==> config.mk <==
export PLATFORM = sky130hd
export DESIGN_NAME = spc_queue
export DESIGN_NICKNAME = d
export VERILOG_FILES = /design/src/spc_queue.sv
export SDC_FILE = /design/constraint.sdc
export NUM_CORES = 1
export LEC_CHECK = 0
export BUFFER_PORTS_ARGS = -buffer_cell sky130_fd_sc_hd__buf_2
export CELL_PAD_IN_SITES_DETAIL_PLACEMENT = 0
export CELL_PAD_IN_SITES_GLOBAL_PLACEMENT = 1
export CORE_AREA = 2 2 62 64
export DETAILED_ROUTE_END_ITERATION = 10
export DIE_AREA = 0 0 64 66
export PLACE_DENSITY_LB_ADDON = 0.15
export SYNTH_ARGS = -nofsm -noshare
export SYNTH_HDL_FRONTEND = slang
export SYNTH_SLANG_ARGS = --single-unit
export TNS_END_PERCENT = 10
==> constraint.sdc <==
create_clock -name clk -period 2.88 [get_ports clk]
set_input_delay 0.144 -clock clk [delete_from_list [all_inputs] [get_ports clk]]
set_output_delay 0.144 -clock clk [all_outputs]
set_load 0.03 [all_outputs]
==> src/spc_queue.sv <==
module spc_queue #(
  parameter int WIDTH = 8,
  parameter int DEPTH = 4
) (
  input  logic             clk,
  input  logic             rst,
  input  logic             push_valid,
  output logic             push_ready,
  input  logic [WIDTH-1:0] push_data,
  output logic             pop_valid,
  input  logic             pop_ready,
  output logic [WIDTH-1:0] pop_data
);

  localparam int PTR_W = (DEPTH > 1) ? $clog2(DEPTH) : 1;
  localparam int CNT_W = $clog2(DEPTH + 1);

  logic [WIDTH-1:0] slots [DEPTH];
  logic [PTR_W-1:0] wptr;
  logic [PTR_W-1:0] rptr;
  logic [CNT_W-1:0] count;
  logic             do_push;
  logic             do_pop;

  assign push_ready = (count != CNT_W'(DEPTH));
  assign pop_valid  = (count != '0);
  assign do_push    = push_valid && push_ready;
  assign do_pop     = pop_valid && pop_ready;
  assign pop_data   = slots[rptr];

  // Pointers wrap at the depth; the count tracks occupancy.
  always_ff @(posedge clk) begin
    if (rst) begin
      wptr  <= '0;
      rptr  <= '0;
      count <= '0;
    end else begin
      if (do_push) begin
        wptr <= (wptr == PTR_W'(DEPTH - 1)) ? '0 : wptr + PTR_W'(1);
      end
      if (do_pop) begin
        rptr <= (rptr == PTR_W'(DEPTH - 1)) ? '0 : rptr + PTR_W'(1);
      end
      if (do_push && !do_pop) begin
        count <= count + CNT_W'(1);
      end else if (do_pop && !do_push) begin
        count <= count - CNT_W'(1);
      end
    end
  end

  always_ff @(posedge clk) begin
    if (do_push) begin
      slots[wptr] <= push_data;
    end
  end

endmodule

==> flow_summary_export.csv, run 1 <==
group,metric,value,unit
synthesis,syn_inst,90,
synthesis,syn-num-nets,109,
synthesis,syn_area_per_cell,18.16,um2
floorplan,io_pins,22,
setup_path,critPathMaxFanout,5,
timing,hold_violations,0,
pwr,p_per_area,882.2,nW/um2
worst_hold_path,hp-class,"in2reg",
setup_path,worstSetupPathType,"reg2reg",
setup_path,timing.critical_path.buf_inv,1,
layout,final_area,1897,um2
setup_path,cp_data_required_time,3160,ps
synthesis,yosys_register_bits,41,
timing,finClkSkew,10.88,ps
clock_network,cts_setup_buffers,0,
global_route,overflow,0,
setup_path,crit_family,"adder cells",
clock_network,hold_buffers,0,
pwr,peakVddDrop,0.5401,mV
clock_network,clk_latency,330,ps
routing,ant_nets,0,
routing,dr.pass1.iters,5,
synthesis,synth_top_cell_area_share,58.81,%
worst_hold_path,hold_depth,1,
clock_network,numCtsBuffers,5,
timing,tightest_slew,548.9,ps
floorplan,rows,22,
synthesis,syn_area,1634,um2
worst_hold_path,min_to,"slots[0][7]$_DFFE_PP_",
placed_design,placed_area,1782,um2
timing,setup_tns,0,ps
global_route,antenna_found_initial,0,
timing,rsz0062_at_grt,"no",
setup_path,r2r-start,"count[0]$_SDFFE_PP0P_",
run_status,status,"finished clean",
timing,slew_violations,0,
placed_design,gp_congestion,0.7474,
clock_network,cts_resized,0,
timing,setup_viol,0,
clock_network,clockBufferDepth,2,
synthesis,synth_area_leaders,"edfxtp_1 59%, dfxtp_1 11%, mux4_2 11%, ha_1 4.6%, mux2i_1 1.8%",
routing,post_drt_via_cell_ratio,4.843,
setup_path,worstRegToRegCells,7,
floorplan,dieArea,4224,um2
pwr,finalPower,1.673,mW
routing,vias,804,
setup_path,crit_path_end_kind,"flop",
setup_path,critical_path_arrival,2610,ps
global_route,grt_pass1_wl,3.588,mm
routing,drc,0,
synthesis,postSynth.asyncResetShare,0,%
setup_path,max_stage_delay,480,ps
synthesis,synth.distinct_cells,26,
routing,wl,2.314,mm
layout,layout-drive-gt1-share,37.29,%
setup_path,path_cells,"o31ai_1 > ha_1 > inv_1 > fa_1 > xor2_1 > or3_2 > a21oi_1",
floorplan,die_y,66,um
floorplan,core_area,3551,um2
synthesis,synth_edf_count,32,
setup_path,rrSetupSlack,540,ps
timing,post-route-period-util,81.15,%
pwr,p_leak,0.7016,nW
layout,synthToLayoutAreaGrowth,16.08,%
global_route,grt_max_degree,13,
placed_design,port_buffers,21,
synthesis,synthFlopType,"edfxtp_1",
timing,relSlewSlack,63.36,%
synthesis,synth_top_cell_by_area,"edfxtp_1",
synthesis,yosysWarnings,0,
global_route,grt_use_total,12.04,%
setup_path,startpoint,"count[0]$_SDFFE_PP0P_",
routing,drtIter0Drc,36,
synthesis,yosysMostFrequentCell,"edfxtp_1",
synthesis,yosys-top-cells-count,"32 x edfxtp_1, 9 x dfxtp_1, 8 x mux4_2, 6 x ha_1, 4 x and3_2",
clock_network,cts.clk_slew.worst_paths,110,ps
setup_path,setup.worst_path.start_class,"flop",
routing,route.detailed.wl_per_inst,13.94,um
run,maxCapViolations,0,
floorplan,initial_utilization,46.02,%
timing,max_freq,427.9,MHz
clock_network,cts_root_buf,"clkbuf_4",
clock_network,clock-sinks,41,
setup_path,worst_r2r_endpoint,"count[2]$_SDFFE_PP0P_",
layout,nets,136,
layout,final_util,53.42,%
floorplan,die_w,64,um
global_route,grt_pass1_vias,766,
setup_path,slowest_stage,"o31ai_1",
timing,period_needed,2337,ps
layout,n_antenna_cell,0,
worst_hold_path,min-delay-start,"push_data[7]",
timing,whs,17.80,ps
clock_network,cts_tree,"done",
clock_network,htreeDepth,2,
synthesis,seq_area_frac_synth,69.83,%
area by class of cell:
class / count / area, um2
Inverter: 3 / 11.26
Clock buffer: 7 / 55.05
Clock inverter: 1 / 30.03
Tap cell: 48 / 60.06
Multi-Input combinational cell: 42 / 464.2
Sequential cell: 41 / 1141
Fill cell: 293 / 1654
Timing Repair Buffer: 24 / 135.1
sequential cells by signal, summed over array words and instances (netlist names), named ones only:
register,cells
wptr,2
count,3
rptr,2
slots,32
metrics by stage:
step,worst slack [ps],instances
4_1_cts,536.3,163
6_report,542.8,166
5_1_grt,355.8,166
3_3_place_gp,623.6,155
2_1_floorplan,609.4,90
3_5_place_dp,550.3,155
per-layer routing:
metal	GRT usage [%]	wire length (um)
met1	14.12	1001
met4	7.337	42
met2	19.53	1171
met5	0	0
met3	3.578	98
power breakdown:
part           leakage [nW]  switching (mW)  internal [mW]
combinational         0.289           0.286          0.217
clock                0.0455           0.166          0.207
sequential            0.367          0.0710          0.726
worst max-delay path by stage:
stage,endpoint,slack [ps],depth (start not counted)
CTS,count[2]$_SDFFE_PP0P_,540,7
finish,count[2]$_SDFFE_PP0P_,540,7
floorplan,count[2]$_SDFFE_PP0P_,610,9
global route,count[2]$_SDFFE_PP0P_,360,7
global placement,count[2]$_SDFFE_PP0P_,620,7
detailed placement,count[2]$_SDFFE_PP0P_,550,7
cells in the final DEF, fill, tap and decap left out, drive strengths merged, types with 4 or more instances in the layout:
master	netlist	final
edfxtp	32	32
ha	6	6
clkbuf	2	7
mux4	8	8
and3	4	4
dfxtp	9	9
buf	2	21
cells by family after synthesis:
family | after synthesis | synth area share, %
flip-flops | 41 | 69.83
XOR/XNOR | 2 | 1.072
AO/OA/AOI/OAI | 5 | 2.144
buffers and inverters | 7 | 1.760
AND/OR/NAND/NOR | 17 | 6.508
multiplexers | 11 | 12.86
adder cells (fa/ha/maj) | 7 | 5.819
(Power assumes the default switching activity.)
==> inputs of run 2 (changes only) <==
--- a/config.mk
+++ b/config.mk
@@ -5,12 +5,13 @@
 export SDC_FILE = /design/constraint.sdc
 export NUM_CORES = 1
 export LEC_CHECK = 0
+export ABC_AREA = 1
 export BUFFER_PORTS_ARGS = -buffer_cell sky130_fd_sc_hd__buf_2
 export CELL_PAD_IN_SITES_DETAIL_PLACEMENT = 0
 export CELL_PAD_IN_SITES_GLOBAL_PLACEMENT = 1
-export CORE_AREA = 2 2 62 64
+export CORE_AREA = 2 2 69 71
 export DETAILED_ROUTE_END_ITERATION = 10
-export DIE_AREA = 0 0 64 66
+export DIE_AREA = 0 0 71 73
 export PLACE_DENSITY_LB_ADDON = 0.15
 export SYNTH_ARGS = -nofsm -noshare
 export SYNTH_HDL_FRONTEND = slang
==> constraint.sdc (replaced) <==
create_clock -name clk -period 2 [get_ports clk]
set_input_delay 0.1 -clock clk [delete_from_list [all_inputs] [get_ports clk]]
set_output_delay 0.1 -clock clk [all_outputs]
set_load 0.03 [all_outputs]
==> run 2 against run 1 <==
Worst hold slack improved by 3.0 ps. Design area rose by 6.9%. Synthesized cell count grew 61%. Maximum frequency rose by 29%. Clock skew shrank 6.0 ps. Final cell count rose by 40%. Core utilization is 8.7 points lower. Count of clock-buffer cells in the layout fell by 2. Die area increased by 23%. First-iteration DRC count grew 44%. Critical endpoint is now count[1]$_SDFFE_PP0P_. Largest power group unchanged.
==> flow_summary_export.csv, run 2 <==
group,metric,value,unit
run_status,status,"finished clean",
timing,slew_violations,0,
global_route,grt_pass1_vias,1124,
layout,synthToLayoutAreaGrowth,19.54,%
placed_design,gp_congestion,0.8493,
routing,drc,0,
synthesis,yosys_register_bits,41,
setup_path,setup.worst_path.start_class,"flop",
setup_path,critical_path_arrival,2000,ps
floorplan,die_w,71,um
timing,hold_violations,0,
setup_path,crit_path_end_kind,"flop",
clock_network,numCtsBuffers,5,
layout,final_util,44.72,%
floorplan,core_area,4536,um2
floorplan,die_y,73,um
synthesis,synthFlopType,"edfxtp_1",
setup_path,worstSetupPathType,"reg2reg",
synthesis,synth.distinct_cells,20,
setup_path,worstRegToRegCells,9,
global_route,antenna_found_initial,0,
synthesis,yosysWarnings,0,
timing,max_freq,550.5,MHz
layout,layout_common_cells,"32 x nor2_1, 32 x edfxtp_1, 21 x buf_2",
clock_network,cts.clk_slew.worst_paths,70,ps
timing,period_needed,1816,ps
global_route,grt_pass1_wl,5.099,mm
synthesis,synth_top_cell_area_share,56.64,%
placed_design,hpwl,2.260,mm
timing,rsz0062_at_grt,"no",
floorplan,initial_utilization,37.41,%
timing,whs,20.83,ps
timing,setup_viol,0,
layout,regMostFlops,"slots",
layout,multiInputGateArea,473.0,um2
timing,tightest_slew,362.5,ps
global_route,grt_use_total,13.36,%
clock_network,cts_root_buf,"clkbuf_8",
global_route,grt_max_degree,17,
timing,setup_tns,0,ps
pwr,p_per_area,1436,nW/um2
synthesis,syn_area_per_cell,11.70,um2
worst_hold_path,hp-class,"in2reg",
run,maxCapViolations,0,
global_route,overflow,0,
routing,route.detailed.wl_per_inst,13.59,um
floorplan,io_pins,22,
layout,fillers,438,
routing,dr.pass1.iters,4,
placed_design,port_buffers,21,
synthesis,seq_area_frac_synth,67.26,%
synthesis,synth_top_cell_by_area,"edfxtp_1",
routing,post_drt_via_cell_ratio,4.784,
pwr,p_leak,0.8142,nW
timing,finClkSkew,4.864,ps
floorplan,dieArea,5183,um2
synthesis,synth_area_leaders,"edfxtp_1 57%, dfxtp_1 11%, nor2_1 7.1%, ha_1 4.4%, o21ai_0 3.8%",
clock_network,htreeDepth,2,
synthesis,postSynth.asyncResetShare,0,%
synthesis,yosys-top-cells-count,"32 x edfxtp_1, 32 x nor2_1, 15 x inv_1, 13 x o21ai_0, 11 x nand2_1",
layout,layout-drive-gt1-share,23.60,%
worst_hold_path,hold_depth,1,
routing,vias,1110,
pwr,peakVddDrop,0.4820,mV
floorplan,rows,25,
routing,ant_nets,0,
clock_network,clock-sinks,41,
synthesis,syn_inst,145,
routing,drtIter0Drc,52,
timing,relSlewSlack,75.80,%
setup_path,critPathMaxFanout,7,
synthesis,syn-num-nets,164,
layout,ff_latch_area,1141,um2
layout,n_antenna_cell,0,
clock_network,clockBufferDepth,2,
layout,largest_reg_flops,32,
synthesis,synth_edf_count,32,
clock_network,cts_tree,"done",
layout,top_regs,"slots (32), count (3)",
synthesis,syn_area,1697,um2
routing,wl,3.154,mm
timing,post-route-period-util,90.82,%
layout,nets,196,
setup_path,cp_data_required_time,2190,ps
pwr,finalPower,2.912,mW
clock_network,clk_latency,290,ps
[run 2: cell types whose count changed after synthesis, sizes merged, moves of 3 or more]
cell   previous run  this run
nor2              3        33
or3               3         0
inv               3        16
o21ai             1        17
o22ai             0         8
nand2             1        14
mux2i             3         0
mux4              8         0
and3              4         0
[run 2: routing by layer]
layer	global-route usage [%]	wire, um	share of wire [%]
met5	0	0	0
met3	4.696	141	4.5
met2	23.68	1632	52
met1	14.82	1340	42
met4	5.031	40	1.3
[run 2: cell type report]
class | count | area share, %
Clock inverter | 3 | 3.208
Sequential cell | 41 | 56.26
Multi-Input combinational cell | 86 | 23.32
Tap cell | 54 | 3.331
Clock buffer | 5 | 3.393
Inverter | 16 | 2.961
Timing Repair Buffer | 27 | 7.526
[run 2: power breakdown]
| group | switching, mW | internal [mW] | total (mW) |
|---|---|---|---|
| combinational | 0.668 | 0.318 | 0.986 |
| clock | 0.275 | 0.496 | 0.770 |
| sequential | 0.100 | 1.06 | 1.16 |
[run 2: repair_timing]
item	4_1_cts	5_1_grt
buffers inserted	0	0
hold buffers	1	0
endpoints found under the setup margin	0	1
hold endpoints to repair	1	0
resized for setup	0	1
[run 2: metrics by stage]
stage | cells | area, um2 | setup WS (ps)
final | 232 | 2028 | 183.6
after global routing | 232 | 2028 | 26.01
after CTS | 232 | 2028 | 135.0
after detailed placement | 223 | 1884 | 160.5
after global placement | 223 | 1884 | 219.5
after floorplan | 145 | 1697 | 193.7
[run 2: critical path, stage by stage, from the launching register on]
cell and delay, ps:
dfxtp_1 350, nor2_2 170, nand2_2 100, nand2_2 130, inv_1 60, ha_1 210, inv_1 100, fa_1 420
o21ai_1 140, nor2_1 50
[run 2: final timing paths]
| kind | endpoint | startpoint | slack (ps) |
|---|---|---|---|
| worst max register to register | count[1]$_SDFFE_PP0P_ | count[1]$_SDFFE_PP0P_ | 180 |
| worst min-delay path | slots[3][3]$_DFFE_PP_ | push_data[3] | 20 |
| worst min register to register | rptr[1]$_SDFFE_PP0P_ | rptr[1]$_SDFFE_PP0P_ | 530 |
| worst max-delay path | count[1]$_SDFFE_PP0P_ | count[1]$_SDFFE_PP0P_ | 180 |
[run 2: cell families after synthesis]
family                   Yosys count  synth area share [%]
AO/OA/AOI/OAI                     27                 9.218
adder cells (fa/ha/maj)            7                 5.605
flip-flops                        41                 67.26
AND/OR/NAND/NOR                   51                 12.54
XOR/XNOR                           1                0.5163
buffers and inverters             18                 4.867
==> inputs of run 3 (changes only) <==
--- a/config.mk
+++ b/config.mk
@@ -13,6 +13,7 @@
 export DETAILED_ROUTE_END_ITERATION = 10
 export DIE_AREA = 0 0 71 73
 export PLACE_DENSITY_LB_ADDON = 0.15
+export REMOVE_ABC_BUFFERS = 1
 export SYNTH_ARGS = -nofsm -noshare
 export SYNTH_HDL_FRONTEND = slang
 export SYNTH_SLANG_ARGS = --single-unit
==> run 3 against run 2 <==
Sequential share of layout area rose by 1.3 points. Maximum frequency fell by 1.2%. Highest routed layer unchanged. Design area down 2.3%. Combinational power grew 0.9%.
==> flow_summary_export.csv, run 3 (same netlist as run 2, synthesis figures left out) <==
group,metric,value,unit
setup_path,rrSetupSlack,160,ps
floorplan,rows,25,
floorplan,die_y,73,um
layout,layout-drive-gt1-share,22.47,%
setup_path,cp_data_required_time,2180,ps
routing,wl,3.132,mm
setup_path,critical_path_arrival,2020,ps
floorplan,io_pins,22,
pwr,comb_power_share,37.5,%
setup_path,worstRegToRegCells,9,
pwr,peakVddDrop,0.6646,mV
setup_path,crit_path_end_kind,"flop",
floorplan,core_area,4536,um2
floorplan,dieArea,5183,um2
routing,vias,1108,
timing,period_needed,1838,ps
timing,tightest_slew,370.5,ps
routing,dr.pass1.iters,4,
placed_design,port_buffers,21,
setup_path,worst_r2r_endpoint,"count[1]$_SDFFE_PP0P_",
clock_network,htreeDepth,2,
setup_path,critPathMaxFanout,7,
worst_hold_path,min_to,"slots[3][0]$_DFFE_PP_",
setup_path,worstSetupPathType,"reg2reg",
routing,post_drt_via_cell_ratio,4.776,
setup_path,r2r-start,"count[0]$_SDFFE_PP0P_",
clock_network,cts_tree,"done",
clock_network,clockBufferDepth,2,
routing,route.detailed.wl_per_inst,13.50,um
floorplan,initial_utilization,37.41,%
worst_hold_path,hp-class,"in2reg",
worst_hold_path,hold_depth,1,
layout,regMostFlops,"slots",
pwr,p_int,1.624,mW
layout,final_util,43.70,%
global_route,grt_use_total,13.54,%
global_route,grt_pass1_vias,1134,
routing,drtIter0Drc,57,
layout,layout_common_cells,"32 x nor2_1, 32 x edfxtp_1, 21 x buf_2",
layout,largest_reg_flops,32,
pwr,swShare,38.86,%
global_route,overflow,0,
timing,finClkSkew,5.549,ps
pwr,p_per_area,1340,nW/um2
timing,max_freq,544.2,MHz
layout,synthToLayoutAreaGrowth,16.81,%
layout,n_antenna_cell,0,
clock_network,numCtsBuffers,5,
timing,slew_violations,0,
layout,top_regs,"slots (32), count (3)",
pwr,switching_power,1.032,mW
timing,whs,24.28,ps
clock_network,cts_root_buf,"clkbuf_8",
placed_design,hpwl,2.207,mm
worst_hold_path,min-delay-start,"push_data[0]",
pwr,p_leak,0.7876,nW
timing,setup_viol,0,
global_route,grt_max_degree,17,
placed_design,gp_congestion,0.7781,
run_status,status,"finished clean",
timing,post-route-period-util,91.88,%
pwr,p_seq_share,43.4,%
timing,hold_violations,0,
layout,nets,196,
clock_network,clk_latency,290,ps
clock_network,clock-sinks,41,
setup_path,setup.worst_path.start_class,"flop",
run,maxCapViolations,0,
pwr,clockPowerShare,19.2,%
routing,drc,0,
global_route,grt_pass1_wl,5.202,mm
global_route,antenna_found_initial,0,
clock_network,cts_setup_buffers,0,
clock_network,cts.clk_slew.worst_paths,70,ps
routing,ant_nets,0,
timing,rsz0062_at_grt,"no",
timing,relSlewSlack,75.27,%
floorplan,die_w,71,um
timing,setup_tns,0,ps
-- run 3: metrics by stage --
step / cells / power [mW] / setup WS (ps) / area [um2]
floorplan: 143 / 1.853 / 193.7 / 1674
global placement: 223 / 2.145 / 233.9 / 1884
detailed placement: 223 / 2.171 / 159.1 / 1884
CTS: 232 / 2.681 / 141.5 / 1974
global route: 232 / 2.838 / 27.93 / 1982
finish: 232 / 2.656 / 162.3 / 1982
-- run 3: cell type report --
class / instances / area (um2)
Fill cell: 438 / 2554
Tap cell: 54 / 67.56
Clock buffer: 8 / 80.08
Timing Repair Buffer: 27 / 152.6
Sequential cell: 41 / 1141
Multi-Input combinational cell: 86 / 480.5
Inverter: 16 / 60.06
-- run 3: power groups by stage --
stage | logic [mW] | clock network (mW) | registers, mW
after floorplan | 0.697 | 0 | 1.16
after global placement | 0.973 | 0 | 1.17
after detailed placement | 0.997 | 0 | 1.17
after CTS | 1.00 | 0.522 | 1.16
after global routing | 1.11 | 0.559 | 1.17
final | 0.995 | 0.509 | 1.15
-- run 3: worst max-delay path, cell delays in order, from the launching register on --
cell and delay [ps]:
dfxtp_1 350, nor2_2 170, nand2_2 110, nand2_4 100, inv_1 50, ha_1 200, inv_1 100, fa_1 420
o21ai_0 170, nor2_1 50
-- run 3: per-layer routing --
layer	track usage [%]	wire length (um)
met4	5.660	55
met1	14.75	1253
met5	0	0
met2	24.40	1667
met3	4.282	156
-- run 3: worst max-delay path by stage --
stage                               start                    end  slack (ps)  depth (start not counted)
finish              count[0]$_SDFFE_PP0P_  count[1]$_SDFFE_PP0P_         160                          9
global route        count[0]$_SDFFE_PP0P_  count[2]$_SDFFE_PP0P_          30                         11
CTS                 count[1]$_SDFFE_PP0P_  count[1]$_SDFFE_PP0P_         140                          9
detailed placement  count[1]$_SDFFE_PP0P_  count[1]$_SDFFE_PP0P_         160                          9
global placement    count[1]$_SDFFE_PP0P_  count[1]$_SDFFE_PP0P_         230                          9
floorplan           count[1]$_SDFFE_PP0P_  count[1]$_SDFFE_PP0P_         190                          9
-- run 3: repair_timing --
| item | 4_1_cts | 5_1_grt |
|---|---|---|
| setup endpoints to repair | 0 | 1 |
| endpoints found under the hold margin | 1 | 0 |
| hold buffers | 1 | 0 |
| gates resized for setup | 0 | 2 |
